==> src/design/fpcd_pkg.sv <==
// shared types, codes and the crc-16 byte update for the packet deframer
package fpcd_pkg;

	// parser phase codes
	localparam logic [2:0] PH_SOF0    = 3'd0;
	localparam logic [2:0] PH_SOF1    = 3'd1;
	localparam logic [2:0] PH_HEADER  = 3'd2;
	localparam logic [2:0] PH_PAYLOAD = 3'd3;
	localparam logic [2:0] PH_CRC0    = 3'd4;
	localparam logic [2:0] PH_CRC1    = 3'd5;

	// event codes reported per byte
	localparam logic [2:0] EV_UNCLAIMED = 3'd0;
	localparam logic [2:0] EV_CONSUMED  = 3'd1;
	localparam logic [2:0] EV_PAYLOAD   = 3'd2;
	localparam logic [2:0] EV_GOOD      = 3'd3;
	localparam logic [2:0] EV_CRC_BAD   = 3'd4;
	localparam logic [2:0] EV_LEN_BAD   = 3'd5;

	localparam logic [7:0]  START_A       = 8'hA5;
	localparam logic [7:0]  START_B       = 8'h5A;
	localparam logic [15:0] CRC_POLY      = 16'hA001;
	localparam logic [15:0] CRC_INIT      = 16'hFFFF;
	localparam logic [15:0] MAX_LEN_RESET = 16'd256;
	localparam int          HDR_BYTES     = 6;
	localparam logic [2:0]  HDR_LAST      = 3'd5;
	localparam logic [2:0]  HDR_FULL      = 3'd6;

	// byte held in the input register
	typedef struct packed {
		logic       valid;
		logic [7:0] rx_byte;
	} byte_req_t;

	// reflected crc-16/modbus, one byte, eight bit steps
	function automatic logic [15:0] crc16_byte(input logic [15:0] crc, input logic [7:0] b);
		logic [15:0] c;
		c = crc ^ {8'd0, b};
		for (int i = 0; i < 8; i++) begin
			if (c[0]) begin
				c = (c >> 1) ^ CRC_POLY;
			end else begin
				c = c >> 1;
			end
		end
		return c;
	endfunction

endpackage

==> src/design/fpcd_in_stage.sv <==
// input register that holds one received byte until the parser takes it
module fpcd_in_stage import fpcd_pkg::*; (
	input  logic      clk,
	input  logic      arst_n,
	input  logic      in_valid,
	output logic      in_ready,
	input  logic [7:0] rx_byte,
	input  logic      take,
	output byte_req_t req_s1
);

	logic       valid_s1;
	logic [7:0] byte_s1;

	// free when empty or when the held byte leaves this cycle
	assign in_ready = !valid_s1 || take;

	// valid flag
	always_ff @(posedge clk or negedge arst_n) begin
		if (!arst_n) begin
			valid_s1 <= 1'b0;
		end else if (in_ready) begin
			valid_s1 <= in_valid;
		end
	end

	// byte payload
	always_ff @(posedge clk) begin
		if (in_valid && in_ready) begin
			byte_s1 <= rx_byte;
		end
	end

	assign req_s1.valid   = valid_s1;
	assign req_s1.rx_byte = byte_s1;

endmodule

==> src/design/fpcd_parser.sv <==
// frame parser state, crc check and result register
module fpcd_parser import fpcd_pkg::*; (
	input  logic        clk,
	input  logic        arst_n,
	input  byte_req_t   req_s1,
	output logic        take,
	input  logic [15:0] max_len,
	output logic        out_valid,
	input  logic        out_ready,
	output logic [2:0]  event_res,
	output logic [7:0]  frame_version,
	output logic [7:0]  frame_type,
	output logic [15:0] frame_sequence,
	output logic [15:0] frame_length,
	output logic [7:0]  data_byte,
	output logic [15:0] data_index,
	output logic        last_payload
);

	logic [2:0]  phase_q, phase_d;
	logic [2:0]  hcnt_q, hcnt_d;
	logic [7:0]  hdr_q [HDR_BYTES];
	logic [7:0]  hdr_d [HDR_BYTES];
	logic [15:0] pcnt_q, pcnt_d;
	logic [15:0] crc_q, crc_d;
	logic [7:0]  rxcrc_lo_q, rxcrc_lo_d;

	logic [2:0]  ev_d;
	logic [7:0]  dbyte_d;
	logic [15:0] didx_d;
	logic        last_d;

	logic [7:0]  b;
	logic [15:0] crc_upd;
	logic [2:0]  hidx;
	logic [16:0] pcnt_inc;
	logic [15:0] new_len;
	logic [15:0] cur_len;

	logic [2:0]  ev_q;
	logic [7:0]  dbyte_q;
	logic [15:0] didx_q;
	logic        last_q;
	logic        ovalid_q;

	// one byte moves through when the result slot is free
	assign take = req_s1.valid && (!ovalid_q || out_ready);

	assign b        = req_s1.rx_byte;
	assign crc_upd  = crc16_byte(crc_q, b);
	assign hidx     = (hcnt_q >= HDR_FULL) ? 3'd0 : hcnt_q;
	assign pcnt_inc = {1'b0, pcnt_q} + 17'd1;
	assign new_len  = {b, hdr_q[4]};
	assign cur_len  = {hdr_q[5], hdr_q[4]};

	// next state and result for the byte in the input register
	always_comb begin
		phase_d    = phase_q;
		hcnt_d     = hcnt_q;
		hdr_d      = hdr_q;
		pcnt_d     = pcnt_q;
		crc_d      = crc_q;
		rxcrc_lo_d = rxcrc_lo_q;
		ev_d       = EV_CONSUMED;
		dbyte_d    = 8'd0;
		didx_d     = 16'd0;
		last_d     = 1'b0;
		unique case (phase_q)
			PH_SOF0: begin
				if (b == START_A) begin
					phase_d    = PH_SOF1;
					hcnt_d     = 3'd0;
					pcnt_d     = 16'd0;
					rxcrc_lo_d = 8'd0;
					crc_d      = CRC_INIT;
				end else begin
					ev_d = EV_UNCLAIMED;
				end
			end
			PH_SOF1: begin
				if (b == START_B) begin
					phase_d = PH_HEADER;
				end else begin
					phase_d    = PH_SOF0;
					hcnt_d     = 3'd0;
					pcnt_d     = 16'd0;
					rxcrc_lo_d = 8'd0;
					crc_d      = CRC_INIT;
				end
			end
			PH_HEADER: begin
				hdr_d[hidx] = b;
				hcnt_d      = hidx + 3'd1;
				crc_d       = crc_upd;
				if (hidx == HDR_LAST) begin
					if (new_len > max_len) begin
						// length over the limit drops the frame
						ev_d       = EV_LEN_BAD;
						phase_d    = PH_SOF0;
						hcnt_d     = 3'd0;
						pcnt_d     = 16'd0;
						rxcrc_lo_d = 8'd0;
						crc_d      = CRC_INIT;
					end else begin
						pcnt_d  = 16'd0;
						phase_d = (new_len == 16'd0) ? PH_CRC0 : PH_PAYLOAD;
					end
				end
			end
			PH_PAYLOAD: begin
				ev_d    = EV_PAYLOAD;
				dbyte_d = b;
				didx_d  = pcnt_q;
				crc_d   = crc_upd;
				pcnt_d  = pcnt_inc[15:0];
				if (pcnt_inc >= {1'b0, cur_len}) begin
					last_d  = 1'b1;
					phase_d = PH_CRC0;
				end
			end
			PH_CRC0: begin
				rxcrc_lo_d = b;
				phase_d    = PH_CRC1;
			end
			PH_CRC1: begin
				ev_d       = ({b, rxcrc_lo_q} == crc_q) ? EV_GOOD : EV_CRC_BAD;
				phase_d    = PH_SOF0;
				hcnt_d     = 3'd0;
				pcnt_d     = 16'd0;
				rxcrc_lo_d = 8'd0;
				crc_d      = CRC_INIT;
			end
			default: begin
				// codes with no meaning restart the hunt
				phase_d    = PH_SOF0;
				hcnt_d     = 3'd0;
				pcnt_d     = 16'd0;
				rxcrc_lo_d = 8'd0;
				crc_d      = CRC_INIT;
			end
		endcase
	end

	// parser state
	always_ff @(posedge clk or negedge arst_n) begin
		if (!arst_n) begin
			phase_q    <= PH_SOF0;
			hcnt_q     <= 3'd0;
			pcnt_q     <= 16'd0;
			crc_q      <= CRC_INIT;
			rxcrc_lo_q <= 8'd0;
			for (int i = 0; i < HDR_BYTES; i++) begin
				hdr_q[i] <= 8'd0;
			end
		end else if (take) begin
			phase_q    <= phase_d;
			hcnt_q     <= hcnt_d;
			pcnt_q     <= pcnt_d;
			crc_q      <= crc_d;
			rxcrc_lo_q <= rxcrc_lo_d;
			hdr_q      <= hdr_d;
		end
	end

	// result valid flag
	always_ff @(posedge clk or negedge arst_n) begin
		if (!arst_n) begin
			ovalid_q <= 1'b0;
		end else if (take) begin
			ovalid_q <= 1'b1;
		end else if (out_ready) begin
			ovalid_q <= 1'b0;
		end
	end

	// result payload
	always_ff @(posedge clk) begin
		if (take) begin
			ev_q    <= ev_d;
			dbyte_q <= dbyte_d;
			didx_q  <= didx_d;
			last_q  <= last_d;
		end
	end

	// header fields only change when a new result is loaded
	assign out_valid      = ovalid_q;
	assign event_res      = ev_q;
	assign data_byte      = dbyte_q;
	assign data_index     = didx_q;
	assign last_payload   = last_q;
	assign frame_version  = hdr_q[0];
	assign frame_type     = hdr_q[1];
	assign frame_sequence = {hdr_q[3], hdr_q[2]};
	assign frame_length   = {hdr_q[5], hdr_q[4]};

	// frame end events always return to hunting
	a_end_hunts: assert property (@(posedge clk) disable iff (!arst_n)
		take && (ev_d == EV_GOOD || ev_d == EV_CRC_BAD || ev_d == EV_LEN_BAD)
		|=> phase_q == PH_SOF0)
		else $error("parser did not return to hunting after frame end");

	// a payload phase byte shows up as a payload request
	a_payload_ev: assert property (@(posedge clk) disable iff (!arst_n)
		take && phase_q == PH_PAYLOAD |=> out_valid && event_res == EV_PAYLOAD)
		else $error("payload byte not reported as payload");

	// last flag only rides on payload requests
	a_last_payload: assert property (@(posedge clk) disable iff (!arst_n)
		out_valid && last_payload |-> event_res == EV_PAYLOAD)
		else $error("last flag on a non-payload request");

	// data fields are zero outside payload requests
	a_data_zero: assert property (@(posedge clk) disable iff (!arst_n)
		out_valid && event_res != EV_PAYLOAD |-> data_byte == 8'd0 && data_index == 16'd0)
		else $error("data fields set on a non-payload request");

	// last payload byte moves the parser to the crc bytes
	a_last_to_crc: assert property (@(posedge clk) disable iff (!arst_n)
		take && last_d |=> phase_q == PH_CRC0)
		else $error("parser not waiting for crc after last payload byte");

endmodule

==> src/design/framed_packet_crc16_deframer_core.sv <==
// framed packet deframer with crc-16/modbus check, top level
// path: a byte is held in the input register, then the parser loads its result into the
//   result register when the result slot is free
// throughput: one byte per cycle while the result side keeps out_ready high
// reset: arst_n clears the valid flags of both registers, the parser hunts for 0xA5,
//   header bytes read zero, the length limit returns to 256
module framed_packet_crc16_deframer_core import fpcd_pkg::*; (
	input  logic        clk,
	input  logic        arst_n,
	input  logic        in_valid,
	output logic        in_ready,
	input  logic [7:0]  rx_byte,
	input  logic        cfg_valid,
	output logic        cfg_ready,
	input  logic [15:0] max_payload_len,
	output logic        out_valid,
	input  logic        out_ready,
	output logic [2:0]  event_res,
	output logic [7:0]  frame_version,
	output logic [7:0]  frame_type,
	output logic [15:0] frame_sequence,
	output logic [15:0] frame_length,
	output logic [7:0]  data_byte,
	output logic [15:0] data_index,
	output logic        last_payload
);

	byte_req_t   req_s1;
	logic        take;
	logic [15:0] max_len_q;

	// length limit register, always writable
	assign cfg_ready = 1'b1;

	always_ff @(posedge clk or negedge arst_n) begin
		if (!arst_n) begin
			max_len_q <= MAX_LEN_RESET;
		end else if (cfg_valid && cfg_ready) begin
			max_len_q <= max_payload_len;
		end
	end

	fpcd_in_stage u_in_stage (
		.clk      (clk),
		.arst_n   (arst_n),
		.in_valid (in_valid),
		.in_ready (in_ready),
		.rx_byte  (rx_byte),
		.take     (take),
		.req_s1   (req_s1)
	);

	fpcd_parser u_parser (
		.clk            (clk),
		.arst_n         (arst_n),
		.req_s1         (req_s1),
		.take           (take),
		.max_len        (max_len_q),
		.out_valid      (out_valid),
		.out_ready      (out_ready),
		.event_res      (event_res),
		.frame_version  (frame_version),
		.frame_type     (frame_type),
		.frame_sequence (frame_sequence),
		.frame_length   (frame_length),
		.data_byte      (data_byte),
		.data_index     (data_index),
		.last_payload   (last_payload)
	);

endmodule

==> config.mk <==
export PLATFORM = sky130hd
export DESIGN_NAME = framed_packet_crc16_deframer_core
export DESIGN_NICKNAME = d
export VERILOG_FILES = /design/src/design/fpcd_pkg.sv /design/src/design/fpcd_in_stage.sv /design/src/design/fpcd_parser.sv /design/src/design/framed_packet_crc16_deframer_core.sv
export SDC_FILE = /design/constraint.sdc
export NUM_CORES = 1
export LEC_CHECK = 0
export BUFFER_PORTS_ARGS = -buffer_cell sky130_fd_sc_hd__buf_4
export CAP_MARGIN = 10
export CORE_UTILIZATION = 60
export CTS_CLUSTER_SIZE = 30
export DETAILED_ROUTE_END_ITERATION = 8
export PLACE_DENSITY = 0.79
export SLEW_MARGIN = 20
export SYNTH_ARGS = -nofsm -noshare
export SYNTH_HDL_FRONTEND = slang
export SYNTH_SLANG_ARGS = --single-unit
==> constraint.sdc <==
create_clock -name clk -period 5.61 [get_ports clk]
set_input_delay 0.8415 -clock clk [delete_from_list [all_inputs] [get_ports clk]]
set_output_delay 0.8415 -clock clk [all_outputs]
set_load 0.02 [all_outputs]
* After elaboration in Yosys (flattened, before gate mapping) *
Index checks and enable logic that the tools add are counted.

storage, ports and cells
  logic and storage cells = 116
  output and inout port bits = 79
  bits of input ports = 29
  flip-flop bits (word level) = 148

operators by class
  mux-type cells = 46
  eq/ne operators = 14
  $add $sub $neg = 2
  bitwise gates (word level) = 13
  magnitude comparators = 5
  reduce and logical (&&, ||, !) cells = 17

operator list
  operator                                                                 number
  16-bit two-way mux                                                       15
  16-bit case mux with 5 select lines                                      2
  48-bit bitwise mux                                                       1
  8-bit two-way mux                                                        5
  8-bit case mux with 5 select lines                                       1
  3-bit two-way mux                                                        13
  8-bit demux with 3-bit select                                            1
  2-bit NOT with 3-bit output                                              8
  3-bit case mux with 4 select lines                                       2
  16-bit by 1-bit adder with 17-bit output, second input constant          1
  17-bit by 16-bit >= comparator with 1-bit output                         1
  16-bit == test                                                           1
  16-bit > comparator                                                      1
  16-bit logical NOT                                                       1
  16-bit by 8-bit bitwise XOR with 16-bit output                           1
  3-bit case mux with 5 select lines                                       1
  4-bit AND reduction                                                      3
  3-bit == test, second input constant                                     3
  8-bit by 7-bit == test with 1-bit output, second input constant          1
  8-bit == test, second input constant                                     1
  2-bit by 1-bit inequality test with 1-bit output, second input constant  4
  3-bit by 2-bit == test with 1-bit output, second input constant          2
  6-bit AND reduction                                                      1
  5-bit AND reduction                                                      1
  other kinds (17)                                                         26

* Longest topological paths before layout *
Gate-level depths: netlist of run 1.

  depth after elaboration = 20
  mapped depth = 12
  depth with buffers taken out = 12

* Modules after synthesis *
A second synthesis of run 1 with hierarchy kept.

second synthesis, totals
  cells, all modules = 663
  area total of the unflattened synthesis = 7,539.7 um^2

modules (own cells, without submodules)
  module                             area an instance (um^2)  cells each  times used
  fpcd_parser                        6,576.3                  614         1
  framed_packet_crc16_deframer_core  661.9                    36          1
  fpcd_in_stage                      301.5                    13          1

* Least setup slack after synthesis of run 1 *
No wires, ideal clock.

  path kind = reg2reg
  start = reg u_parser.pcnt_q[6]
  end = reg u_parser.phase_q[2]
  path buffers = 0
  data required time = 5.488 ns
  arrival = 2.633 ns
  stages on the path, launching flop included = 13
  path slack = 2.856 ns
  cells stage by stage = dfrtp_1 and3_1 nand3_1 nor2_1 nand3_1 xnor2_1 ha_1 o21a_1 o21ai_0 nor2_1 a221oi_1 nand4_1 a32o_1

on the way
  cells in the longest elaborated chain, start to end = 4

RTL lines
  what                                                        RTL line            RTL
  from (decl)                                                 fpcd_parser.sv:24   logic [15:0] pcnt_q, pcnt_d;
  from (signal assigned)                                      fpcd_parser.sv:158  pcnt_q <= pcnt_d;
  16-bit by 1-bit adder with 17-bit output                    fpcd_parser.sv:52   assign pcnt_inc = {1'b0, pcnt_q} + 17'd1;
  17-bit by 16-bit >= comparator with 1-bit output            fpcd_parser.sv:116  if (pcnt_inc >= {1'b0, cur_len}) begin
  2-bit by 1-bit inequality test with 1-bit output (no line)  -
  4-bit AND reduction (no line)                               -
  to (signal assigned)                                        fpcd_parser.sv:156  phase_q <= phase_d;
  to (decl)                                                   fpcd_parser.sv:20   logic [2:0] phase_q, phase_d;

Every way passes these cells.
A chain may end at the register's enable or synchronous reset.

* Worst setup path in the final report of run 1 *
  start = reg u_parser.pcnt_q[0]
  end = reg u_parser.phase_q[2]

Same word-level chain as after synthesis.

==> results.md, run 1 <==
* Status: complete, no violations
* Unrepaired setup endpoints after global routing: false
* Fill cells at 827
* Hold_buf cts at 0
* Drt initial violations at 424
* Layout Cells excl Fill at 933
* Crit. End Element: register
* Finished layout cell area at 0.00898 mm²
* Fin. max-slew vios at 0
* Post-CTS setup buffers at 0
* H-tree depth at 4
* CP Max Fanout at 6
* Pleak at 4.15 nW
* Gpl congestion at 0.906
* # diodes at 0
* Type of origin of the critical path: register
* Routed WL per cell at 18.3 µm
* Clock skew at 0.0109 ns
* Max_cap viols at 0
* Global-route wire length before repair at 27.6 mm
* Worst path bufs/invs at 0
* Maximum vdd ir drop at 0.000278 V
* PnR Total Power at 4.10 mW
* Clock sink total at 148
* Final HPWL DP at 11.5 mm
* Post-Synthesis Cell Area at 0.00749 mm²
* Synth top area cells: dfrtp_1 32%, edfxtp_1 14%, mux2_2 7.4%
* Num CTS Buffers at 17
* Final hold violation count at 0
* Area share of the largest cell type after synthesis at 31.7%
* # DRC at 0
* Setup TNS at 0 ns
* Worst hold path type: reg2reg
* CTS tree: done
* GRT overflow at 0
* First drt pass iteration count at 5
* Vias in the first global route at 5430
* IO Pins at 108
* Die Wd at 114 µm
* Core area at 0.0121 mm²
* Initial Util at 61.8%
* Top FF cell, synth: dfrtp_1
* Worst path slowest cell: dfrtp_1
* Period utilization at 57.7%
* Relative slew slack at 29.9%
* Ys Warns at 0
* CP Data Arrival Time at 3.55 ns
* Clock buffer depth at 2
* Via/cell ratio at 5.81
* Final min period at 3.24 ns
* Async set-reset flop share out of synthesis at 75.7%
* Layout Utilization at 74.2%
* CP peak stage delay at 0.43 ns
* Total Wirelength at 17.0 mm
* Req. time, crit path at 5.92 ns
* Initial antenna violation count at 0
* Pwr dens at 456 mW/mm²
* Critical Path, Cell by Cell: ha_1 > nand3_1 > nor2_1 > nand4_1 > xnor2_1 > ha_1 > a211oi_1 > o21ai_0 > a221oi_1 > nand4_1 > a32o_1
* Placed cell area at 0.00835 mm²
* Pre-CTS setup slack at 2.46 ns
* Cell Rows at 40
* Worst hold slack at 0.494 ns
* Cells after synthesis at 654
* PnR worst setup slack at 2.37 ns
* EDFF count, synth at 36
* Dpl cells at 901
* Clk root buf: clkbuf_16
* Synth Net Count at 722
* Largest net degree at the start of global routing at 67
* Die span in y at 114 µm
* CP delay by family, top: compound AO/OA/AOI/OAI gates
* Fmax at 309 MHz
* Final nets at 820
* IO buf count at 106
* Post-route ant nets at 0
* Layout area overhead at 20.0%
* Crit Path Class: reg2reg
* Number of setup violations in the final report at 0
* Via Count at 5417
* Yosys top cell by area: dfrtp_1
* Total die area at 0.0129 mm²
* Post-CTS sizing at 0
* Syn_area_per_cell at 11.5 µm²
* GRT Util Overall at 28.2%
* Synthesis-stage register bit count at 148
* Insertion delay to the later sink of the worst-skew pair at 0.43 ns
* Worst-path clk slew at 0.06 ns
* Netlist cell types at 61
* Sequential element share of the synthesized area at 52.1%
* Worst slew pin tran at 1.05 ns
* Share of cells above drive strength 1 at 29.2%
-- synthesized netlist by cell type, types with 7 or more instances --
master	count
ha_1	39
nand3_1	8
nand4_1	12
edfxtp_1	36
dfrtp_1	95
clkbuf_1	17
and3_1	27
o21ai_0	30
xor2_1	11
a21oi_1	14
a31oi_1	16
dfstp_2	17
nor2_1	35
nand2_1	57
inv_1	48
mux2i_1	8
mux2_2	49
xnor2_1	40
a32o_1	8
nand2b_1	7
-- registers in the layout (all words and copies together) (netlist names), 3 cells and up --
register / cells
u_parser.frame_length: 16
u_parser.frame_sequence: 16
u_parser.frame_version: 8
u_parser.data_index: 16
u_parser.data_byte: 8
max_len_q: 16
u_in_stage.byte_s1: 8
u_parser.event_res: 3
u_parser.hcnt_q: 3
u_parser.phase_q: 3
u_parser.frame_type: 8
u_parser.rxcrc_lo_q: 8
u_parser.pcnt_q: 16
u_parser.crc_q: 16
-- cell families (layout without fill, tap and decap cells) --
kind of cell,Yosys count,in the layout,synth area share (%)
AOI/OAI and AO/OA,100,100,9.21
xor gates and xnor gates,52,52,6.26
adders and majority gates,39,39,6.52
buffers and inverters,79,190,4.78
DFF,148,148,52.1
muxes,57,57,8.44
other,1,1,0.0501
and+or+nand+nor,178,178,12.6
-- worst paths after layout --
kind / startpoint / slack (ns) / endpoint / depth (start not counted)
hold reg to reg: u_parser.hcnt_q[0] / 0.49 / u_parser.hcnt_q[0] / 2
hold / removal: u_parser.hcnt_q[0] / 0.49 / u_parser.hcnt_q[0] / 2
max in group asynchronous: arst_n / 3.91 / u_parser.phase_q[2] / 2
setup reg to reg: u_parser.pcnt_q[0] / 2.37 / u_parser.phase_q[2] / 11
setup / recovery: u_parser.pcnt_q[0] / 2.37 / u_parser.phase_q[2] / 11
min in group asynchronous: arst_n / 0.53 / u_parser.frame_version[3] / 1
-- power by group --
part | internal [mW] | total [mW] | switching, mW
registers | 1.37 | 1.56 | 0.195
clock network | 0.762 | 1.21 | 0.445
logic | 0.568 | 1.33 | 0.765
total | 2.70 | 4.10 | 1.40
-- cells in the final DEF (no fill, tap or decap), types with 7 or more instances in the layout --
cell type | synthesis | layout
a21oi_1 | 14 | 14
a32o_1 | 8 | 8
and3_1 | 27 | 27
dfstp_2 | 17 | 17
mux2i_1 | 8 | 8
edfxtp_1 | 36 | 36
nor2_1 | 35 | 35
nand2_1 | 57 | 57
ha_1 | 39 | 39
nand4_1 | 12 | 12
mux2_2 | 49 | 49
dfrtp_1 | 95 | 95
clkbuf_16 | 0 | 19
buf_4 | 5 | 110
xor2_1 | 11 | 11
o21ai_0 | 30 | 30
nand2b_1 | 7 | 7
nand3_1 | 8 | 8
xnor2_1 | 40 | 40
a31oi_1 | 16 | 16
inv_1 | 48 | 48
-- worst min-delay path, delay by kind of cell, from the launching register on --
kind / cells / cell delay, ns
flops: 1 / 0.35
simple gates: 2 / 0.12
-- per-layer routing --
| layer | vias up | GRT usage, % | wire length [µm] |
|---|---|---|---|
| met3 | 31 | 6.11 | 891 |
| met1 | 2697 | 37.3 | 7420 |
| met4 | 0 | 11.7 | 276 |
| met2 | 185 | 45.5 | 8460 |
| li1 | 2504 | - | - |
| met5 | - | 0 | 0 |
-- area by class of cell --
type / count / area [µm²] / share of cell area [%]
clock buffer: 20 / 489 / 5.44
tap: 168 / 210 / 2.34
clock inverter: 12 / 145 / 1.62
timing repair buffer: 110 / 826 / 9.19
sequential: 148 / 3910 / 43.5
multi-input combinational: 427 / 3230 / 35.9
inverter: 48 / 180 / 2.01
No activity file was read; power rests on OpenSTA's default activity.
==> run 2: changes to the inputs <==
--- a/config.mk
+++ b/config.mk
@@ -7,10 +7,10 @@
 export LEC_CHECK = 0
 export BUFFER_PORTS_ARGS = -buffer_cell sky130_fd_sc_hd__buf_4
 export CAP_MARGIN = 10
-export CORE_UTILIZATION = 60
+export CORE_UTILIZATION = 52
 export CTS_CLUSTER_SIZE = 30
 export DETAILED_ROUTE_END_ITERATION = 8
-export PLACE_DENSITY = 0.79
+export PLACE_DENSITY = 0.72
 export SLEW_MARGIN = 20
 export SYNTH_ARGS = -nofsm -noshare
 export SYNTH_HDL_FRONTEND = slang
==> constraint.sdc (replaced) <==
create_clock -name clk -period 2.7 [get_ports clk]
set_input_delay 0.405 -clock clk [delete_from_list [all_inputs] [get_ports clk]]
set_output_delay 0.405 -clock clk [all_outputs]
set_load 0.02 [all_outputs]
==> run 2 against run 1 <==
Against the previous run:
- the flow now finishes with violations (setup timing)
- power grew 100%
- combinational power is 120% higher
- hold slack lost 0.47 ns
- core utilization fell by 7.1 points
- sequential power is 110% higher
==> results.md, run 2 (synthesis gave the netlist of run 1 again) <==
* Gpl congestion at 0.873 (was 0.906)
* Drt initial violations at 453 (was 424)
* Fmax at 369 MHz (was 309 MHz)
* FF-to-FF setup slack at -0.007 ns (was 2.37 ns)
* Most common cell after layout, fill and taps aside: buf_4 (unchanged)
* Crit Path Class: reg2reg (unchanged)
* Critical Path Start: u_parser.pcnt_q[0] (unchanged)
* Layout Utilization at 67.1% (was 74.2%)
* Cell mode on critical path: nand4_1
* Relative slew slack at 54.5% (was 29.9%)
* CP Data Arrival Time at 3.04 ns (was 3.55 ns)
* GRT overflow at 0 (unchanged)
* Period utilization at 100% (was 57.7%)
* Failing checks: setup timing
* Worst R2R Path Depth at 12 (was 11)
* Layout area overhead at 25.3% (was 20.0%)
* Reg2reg end: u_parser.phase_q[0] (was u_parser.phase_q[2])
* Total Wirelength at 17.7 mm (was 17.0 mm)
* Initial Util at 53.5% (was 61.8%)
* Clock buffer depth at 2 (unchanged)
* Critical Path, Cell by Cell: ha_4 > nand3_4 > nor2_4 > nand4_1 > xnor2_2 > ha_1 > a211oi_1 > o21ai_0 > a221oi_2 > nand4_1 > buf_4 > a31oi_1 (was ha_1 > nand3_1 > nor2_1 > nand4_1 > xnor2_1 > ha_1 > a211oi_1 > o21ai_0 > a221oi_1 > nand4_1 > a32o_1)
* H-tree depth at 4 (unchanged)
* Req. time, crit path at 3.04 ns (was 5.92 ns)
* Post-route ant nets at 0 (unchanged)
* Crit. End Element: register (unchanged)
* IO buf count at 106 (unchanged)
* Unrepaired setup endpoints after global routing: true (was false)
* Worst slew pin tran at 0.676 ns (was 1.05 ns)
* Die span in y at 122 µm (was 114 µm)
* First drt pass iteration count at 5 (unchanged)
* Leading cell types in the layout, fill and taps excluded: 152 x buf_4, 95 x dfrtp_1, 57 x nand2_1, 49 x mux2_2, 48 x inv_1 (was 110 x buf_4, 95 x dfrtp_1, 57 x nand2_1, 49 x mux2_2, 48 x inv_1)
* Clock skew at 0.00904 ns (was 0.0109 ns)
* Fin. max-slew vios at 0 (unchanged)
* Routed WL per cell at 17.8 µm (was 18.3 µm)
* GRT Util Overall at 25.0% (was 28.2%)
* Type of origin of the critical path: register (unchanged)
* CTS tree: done (unchanged)
* CP Max Fanout at 4 (was 6)
* Worst path slowest cell: dfrtp_1 (unchanged)
* Insertion delay to the later sink of the worst-skew pair at 0.42 ns (was 0.43 ns)
* Final nets at 864 (was 820)
* Cell Rows at 43 (was 40)
* # DRC at 0 (unchanged)
* Final hold violation count at 0 (unchanged)
* Share of cells above drive strength 1 at 34.7% (was 29.2%)
* PnR worst setup slack at -0.00708 ns (was 2.37 ns)
* Worst hold path type: in2async (was reg2reg)
* Initial antenna violation count at 0 (unchanged)
* CP peak stage delay at 0.42 ns (was 0.43 ns)
* Global-route wire length before repair at 28.3 mm (was 27.6 mm)
* Total die area at 0.0149 mm² (was 0.0129 mm²)
* Worst-path clk slew at 0.06 ns (about the same)
* Final min period at 2.71 ns (was 3.24 ns)
* Final HPWL DP at 12.2 mm (was 11.5 mm)
* Clk root buf: clkbuf_16 (unchanged)
* IO Pins at 108 (unchanged)
* Die Wd at 122 µm (was 114 µm)
* Clock sink total at 148 (unchanged)
* # diodes at 0 (unchanged)
* Status: complete, but fails checks (was complete, no violations)
* Largest net degree at the start of global routing at 60 (was 67)
* Num CTS Buffers at 17 (unchanged)
* Max_cap viols at 0 (unchanged)
* Beginning of the worst register-to-register path: u_parser.pcnt_q[0] (unchanged)
* Vias in the first global route at 5561 (was 5430)
* Pwr dens at 884 mW/mm² (was 456 mW/mm²)
* Core area at 0.0140 mm² (was 0.0121 mm²)
* Pleak at 4.34 nW (was 4.15 nW)
* Worst hold slack at 0.0241 ns (was 0.494 ns)
* Via/cell ratio at 5.56 (was 5.81)
* Number of setup violations in the final report at 2 (was 0)
* Maximum vdd ir drop at 0.000566 V (was 0.000278 V)
* Fill cells at 1059 (was 827)
* Via Count at 5498 (was 5417)
[run 2: cell count changes in the layout (fill, tap and decap cells not counted), moves of 3 or more]
| cell | delta |
|---|---|
| nand3_4 | +3 |
| clkinvlp_4 | +3 |
| nor2_1 | -3 |
| bufinv_16 | -3 |
| nand3_1 | -5 |
| buf_4 | +42 |
[run 2: worst max-delay path by stage]
stage,endpoint,slack (ns),depth (start not counted)
floorplan,u_parser.phase_q[2],0.003,11
global placement,u_parser.phase_q[2],-0.09,11
detailed placement,u_parser.phase_q[2],-0.18,11
finish,u_parser.phase_q[0],-0.007,12
CTS,u_parser.phase_q[1],0.003,13
global route,u_parser.phase_q[0],-0.10,13
[run 2: metrics by stage]
stage	instances	TNS, ns	instance area [µm²]	setup WS, ns	total power, mW
5_1_grt	989	-0.243	9380	-0.104	8.72
3_5_place_dp	952	-0.269	8670	-0.177	6.09
3_3_place_gp	952	-0.0917	8670	-0.0917	5.98
4_1_cts	985	0	9240	0.00326	8.26
6_report	989	-0.00967	9380	-0.00708	8.29
2_1_floorplan	654	0	7490	0.00292	5.14
[run 2: timing repair]
action / in CTS / in global routing
gates resized for setup: 6 / 19
setup endpoints to repair: 3 / 17
buffers inserted: 1 / 4
pin swaps: 6 / 13
hold buffers: 0 / 0
[run 2: critical path, delay by kind of cell, from the launching register on]
kind,cells,cell delay [ns]
AND/OR/NAND/NOR,4,0.56
flip-flops,1,0.42
buffers and inverters,1,0.18
adder cells (fa/ha/maj),2,0.46
AO/OA/AOI/OAI,4,0.79
XOR/XNOR,1,0.22
[run 2: per-layer routing]
layer | GRT usage, % | wire length (µm)
met1 | 33.0 | 7940
met2 | 40.5 | 8450
met3 | 4.87 | 940
met4 | 10.3 | 323
met5 | 0 | 0
[run 2: final cells by class]
cell class                 instances  area, µm²  area share [%]
clock buffer                      20        458            4.88
clock inverter                    12       81.3           0.867
multi-input combinational        427       3360            35.8
sequential                       148       3910            41.6
inverter                          48        180            1.92
tap                              180        225            2.40
timing repair buffer             154       1170            12.5
[run 2: report_power, final]
part	switching, mW	internal (mW)
logic	1.64	1.31
clock network	0.914	1.22
registers	0.370	2.84
==> run 3: changes to the inputs <==
--- a/config.mk
+++ b/config.mk
@@ -7,11 +7,14 @@
 export LEC_CHECK = 0
 export BUFFER_PORTS_ARGS = -buffer_cell sky130_fd_sc_hd__buf_4
 export CAP_MARGIN = 10
-export CORE_UTILIZATION = 52
+export CELL_PAD_IN_SITES_DETAIL_PLACEMENT = 1
+export CELL_PAD_IN_SITES_GLOBAL_PLACEMENT = 1
+export CORE_UTILIZATION = 41
 export CTS_CLUSTER_SIZE = 30
 export DETAILED_ROUTE_END_ITERATION = 8
 export PLACE_DENSITY = 0.72
 export SLEW_MARGIN = 20
 export SYNTH_ARGS = -nofsm -noshare
 export SYNTH_HDL_FRONTEND = slang
+export SYNTH_HIERARCHICAL = 1
 export SYNTH_SLANG_ARGS = --single-unit
==> run 3 against run 2 <==
Against the previous run:
- the flow still finishes with violations (setup timing)
- die area up 27%
- highest routed layer unchanged
- synthesized cell count up 1.4%
- maximum frequency is 12% lower
- clock-buffer cell count decreased by 1
- power down 32%
- register-to-register slack worse by 0.38 ns
- flip-flop and latch count unchanged
- final area is 2.2% higher
==> results.md, run 3 <==
* Status: complete, but fails checks (unchanged)
* Failing checks: setup timing (unchanged)
* Synthesis-stage register bit count at 148 (unchanged)
* Synth Net Count at 726 (was 722)
* Vias in the first global route at 6269 (was 5561)
* Relative slew slack at 54.6% (was 54.5%)
* Post-Synthesis Cell Area at 0.00754 mm² (was 0.00749 mm²)
* Cell Rows at 49 (was 43)
* H-tree depth at 4 (unchanged)
* Initial antenna violation count at 0 (unchanged)
* First drt pass iteration count at 4 (was 5)
* PnR Total Power at 5.64 mW (was 8.29 mW)
* Most frequent cell after synthesis: dfrtp_1 (unchanged)
* Num CTS Buffers at 17 (unchanged)
* Initial Util at 42.0% (was 53.5%)
* Synth top area cells: dfrtp_1 32%, edfxtp_1 14%, mux2_2 8.4% (was dfrtp_1 32%, edfxtp_1 14%, mux2_2 7.4%)
* Via Count at 5632 (was 5498)
* PnR worst setup slack at -0.391 ns (was -0.00708 ns)
* Cells after synthesis at 663 (was 654)
* Pleak at 4.59 nW (was 4.34 nW)
* Req. time, crit path at 3.02 ns (was 3.04 ns)
* Cell mode on critical path: o31a_1 (was nand4_1)
* Period utilization at 114% (was 100%)
* Finished layout cell area at 0.00959 mm² (was 0.00938 mm²)
* Type of origin of the critical path: register (unchanged)
* Core area at 0.0180 mm² (was 0.0140 mm²)
* Drt initial violations at 267 (was 453)
* Total die area at 0.0189 mm² (was 0.0149 mm²)
* Routed WL per cell at 20.0 µm (was 17.8 µm)
* Worst-path clk slew at 0.06 ns (about the same)
* Final hold violation count at 0 (unchanged)
* GRT Util Overall at 23.9% (was 25.0%)
* Insertion delay to the later sink of the worst-skew pair at 0.43 ns (was 0.42 ns)
* Worst path slowest cell: dfrtp_1 (unchanged)
* Worst slew pin tran at 0.681 ns (was 0.676 ns)
* Fmax at 323 MHz (was 369 MHz)
* Critical Path, Cell by Cell: ha_2 > nand3_4 > nor2_4 > buf_4 > nand3_1 > xnor2_1 > ha_1 > nand4_1 > a2111oi_4 > o31a_1 > o31a_1 > mux2_2 (was ha_4 > nand3_4 > nor2_4 > nand4_1 > xnor2_2 > ha_1 > a211oi_1 > o21ai_0 > a221oi_2 > nand4_1 > buf_4 > a31oi_1)
* CP peak stage delay at 0.37 ns (was 0.42 ns)
* Clock skew at 0.00728 ns (was 0.00904 ns)
* Global-route wire length before repair at 33.7 mm (was 28.3 mm)
* Die span in y at 138 µm (was 122 µm)
* Crit. End Element: register (unchanged)
* # DRC at 0 (unchanged)
* Syn_area_per_cell at 11.4 µm² (was 11.5 µm²)
* CP Max Fanout at 6 (was 4)
* Leading cell types in the layout, fill and taps excluded: 162 x buf_4, 94 x dfrtp_1, 56 x mux2_2, 47 x nand2_1, 39 x o21ai_0 (was 152 x buf_4, 95 x dfrtp_1, 57 x nand2_1, 49 x mux2_2, 48 x inv_1)
* Share of cells above drive strength 1 at 37.6% (was 34.7%)
* Clk root buf: clkbuf_16 (unchanged)
* Unrepaired setup endpoints after global routing: true (unchanged)
* Sequential element share of the synthesized area at 51.8% (was 52.1%)
* Pre-CTS setup slack at -0.549 ns (was -0.177 ns)
* Async set-reset flop share out of synthesis at 75.7% (unchanged)
* Most common cell after layout, fill and taps aside: buf_4 (unchanged)
* Final min period at 3.09 ns (was 2.71 ns)
* CTS tree: done (unchanged)
* Maximum vdd ir drop at 0.000381 V (was 0.000566 V)
* Layout area overhead at 27.2% (was 25.3%)
* Total Wirelength at 21.1 mm (was 17.7 mm)
* Area share of the largest cell type after synthesis at 31.5% (was 31.7%)
* Largest net degree at the start of global routing at 51 (was 60)
* Pwr dens at 588 mW/mm² (was 884 mW/mm²)
* Yosys top cell by area: dfrtp_1 (unchanged)
* Worst R2R Path Depth at 12 (unchanged)
* Worst hold slack at 0.00905 ns (was 0.0241 ns)
* Via/cell ratio at 5.33 (was 5.56)
* Placed cell area at 0.00884 mm² (was 0.00867 mm²)
* GRT overflow at 0 (unchanged)
* Final nets at 877 (was 864)
* Layout Utilization at 53.4% (was 67.1%)
* EDFF count, synth at 36 (unchanged)
* Die Wd at 138 µm (was 122 µm)
* Crit Path Class: reg2reg (unchanged)
* IO buf count at 106 (unchanged)
* Clock buffer depth at 2 (unchanged)
* CP Data Arrival Time at 3.41 ns (was 3.04 ns)
* Top FF cell, synth: dfrtp_1 (unchanged)
* Number of setup violations in the final report at 4 (was 2)
* Max_cap viols at 0 (unchanged)
* Dpl cells at 1015 (was 952)
* Post-route ant nets at 0 (unchanged)
* Layout Cells excl Fill at 1056 (was 989)
* Hold_buf cts at 0 (unchanged)
* IO Pins at 108 (unchanged)
* Ys Warns at 6 (was 0)
* Netlist cell types at 62 (was 61)
* # diodes at 0 (unchanged)
* Fin. max-slew vios at 0 (unchanged)
* Commonest cells in the synthesized netlist: 95 x dfrtp_1, 56 x mux2_2, 47 x nand2_1, 42 x o21ai_0, 40 x nor2_1 (was 95 x dfrtp_1, 57 x nand2_1, 49 x mux2_2, 48 x inv_1, 40 x xnor2_1)
* Setup TNS at -1.31 ns (was -0.00967 ns)
* Final HPWL DP at 14.7 mm (was 12.2 mm)
* Gpl congestion at 0.852 (was 0.873)
* Clock sink total at 148 (unchanged)
* Worst hold path type: in2async (unchanged)
-- run 3: layout make-up --
cell class                 count  area [µm²]
fill                        1938        8370
sequential                   148        3910
multi-input combinational    445        3420
timing repair buffer         164        1250
tap                          229         287
inverter                      38         143
clock inverter                13         151
clock buffer                  19         433
-- run 3: worst paths after layout --
kind / start / to / slack [ns]
min in group clk: rx_byte[1] / u_in_stage/byte_s1[1] / 0.16
max in group asynchronous: arst_n / max_len_q[8] / 1.89
min: arst_n / u_parser/frame_sequence[13] / 0.009
max reg2reg: u_parser/pcnt_q[1] / u_parser/phase_q[1] / -0.39
min reg2reg: u_parser/crc_q[10] / u_parser/crc_q[2] / 0.49
max: u_parser/pcnt_q[1] / u_parser/phase_q[1] / -0.39
-- run 3: repair_timing --
item	CTS	global route
buffers inserted	5	4
pin swaps	4	4
resized for setup	9	11
endpoints found under the setup margin	4	14
-- run 3: worst max-delay path: cells and delay by family (launching register included) --
family / cells / cell delay (ns)
multiplexers: 1 / 0.35
buffers and inverters: 1 / 0.16
AND/OR/NAND/NOR: 4 / 0.56
XOR/XNOR: 1 / 0.16
AO/OA/AOI/OAI: 3 / 0.85
adder cells (fa/ha/maj): 2 / 0.53
flip-flops: 1 / 0.37
-- run 3: cells by family (layout without fill, tap and decap cells) --
| kind of cell | Yosys count | in the layout | share of synthesized area [%] |
|---|---|---|---|
| AO/OA/AOI/OAI | 97 | 97 | 7.50 |
| XOR/XNOR | 53 | 53 | 6.41 |
| adder cells (fa/ha/maj) | 34 | 34 | 5.64 |
| buffers and inverters | 70 | 234 | 4.35 |
| flip-flops | 148 | 148 | 51.8 |
| multiplexers | 67 | 67 | 10.5 |
| other | 1 | 1 | 0.0497 |
| AND/OR/NAND/NOR | 193 | 193 | 13.8 |
-- run 3: metal layers --
| metal | global-route usage, % | up-vias | part of all wire [%] |
|---|---|---|---|
| met5 | 0 | - | 0 |
| met4 | 8.91 | 0 | 2.5 |
| met3 | 5.63 | 38 | 3.8 |
| met2 | 42.1 | 130 | 53 |
| met1 | 27.9 | 2844 | 41 |
| li1 | - | 2620 | - |
-- run 3: power by group --
group	internal (mW)	switching (mW)
registers	2.40	0.0724
clock network	1.37	0.981
logic	0.312	0.499
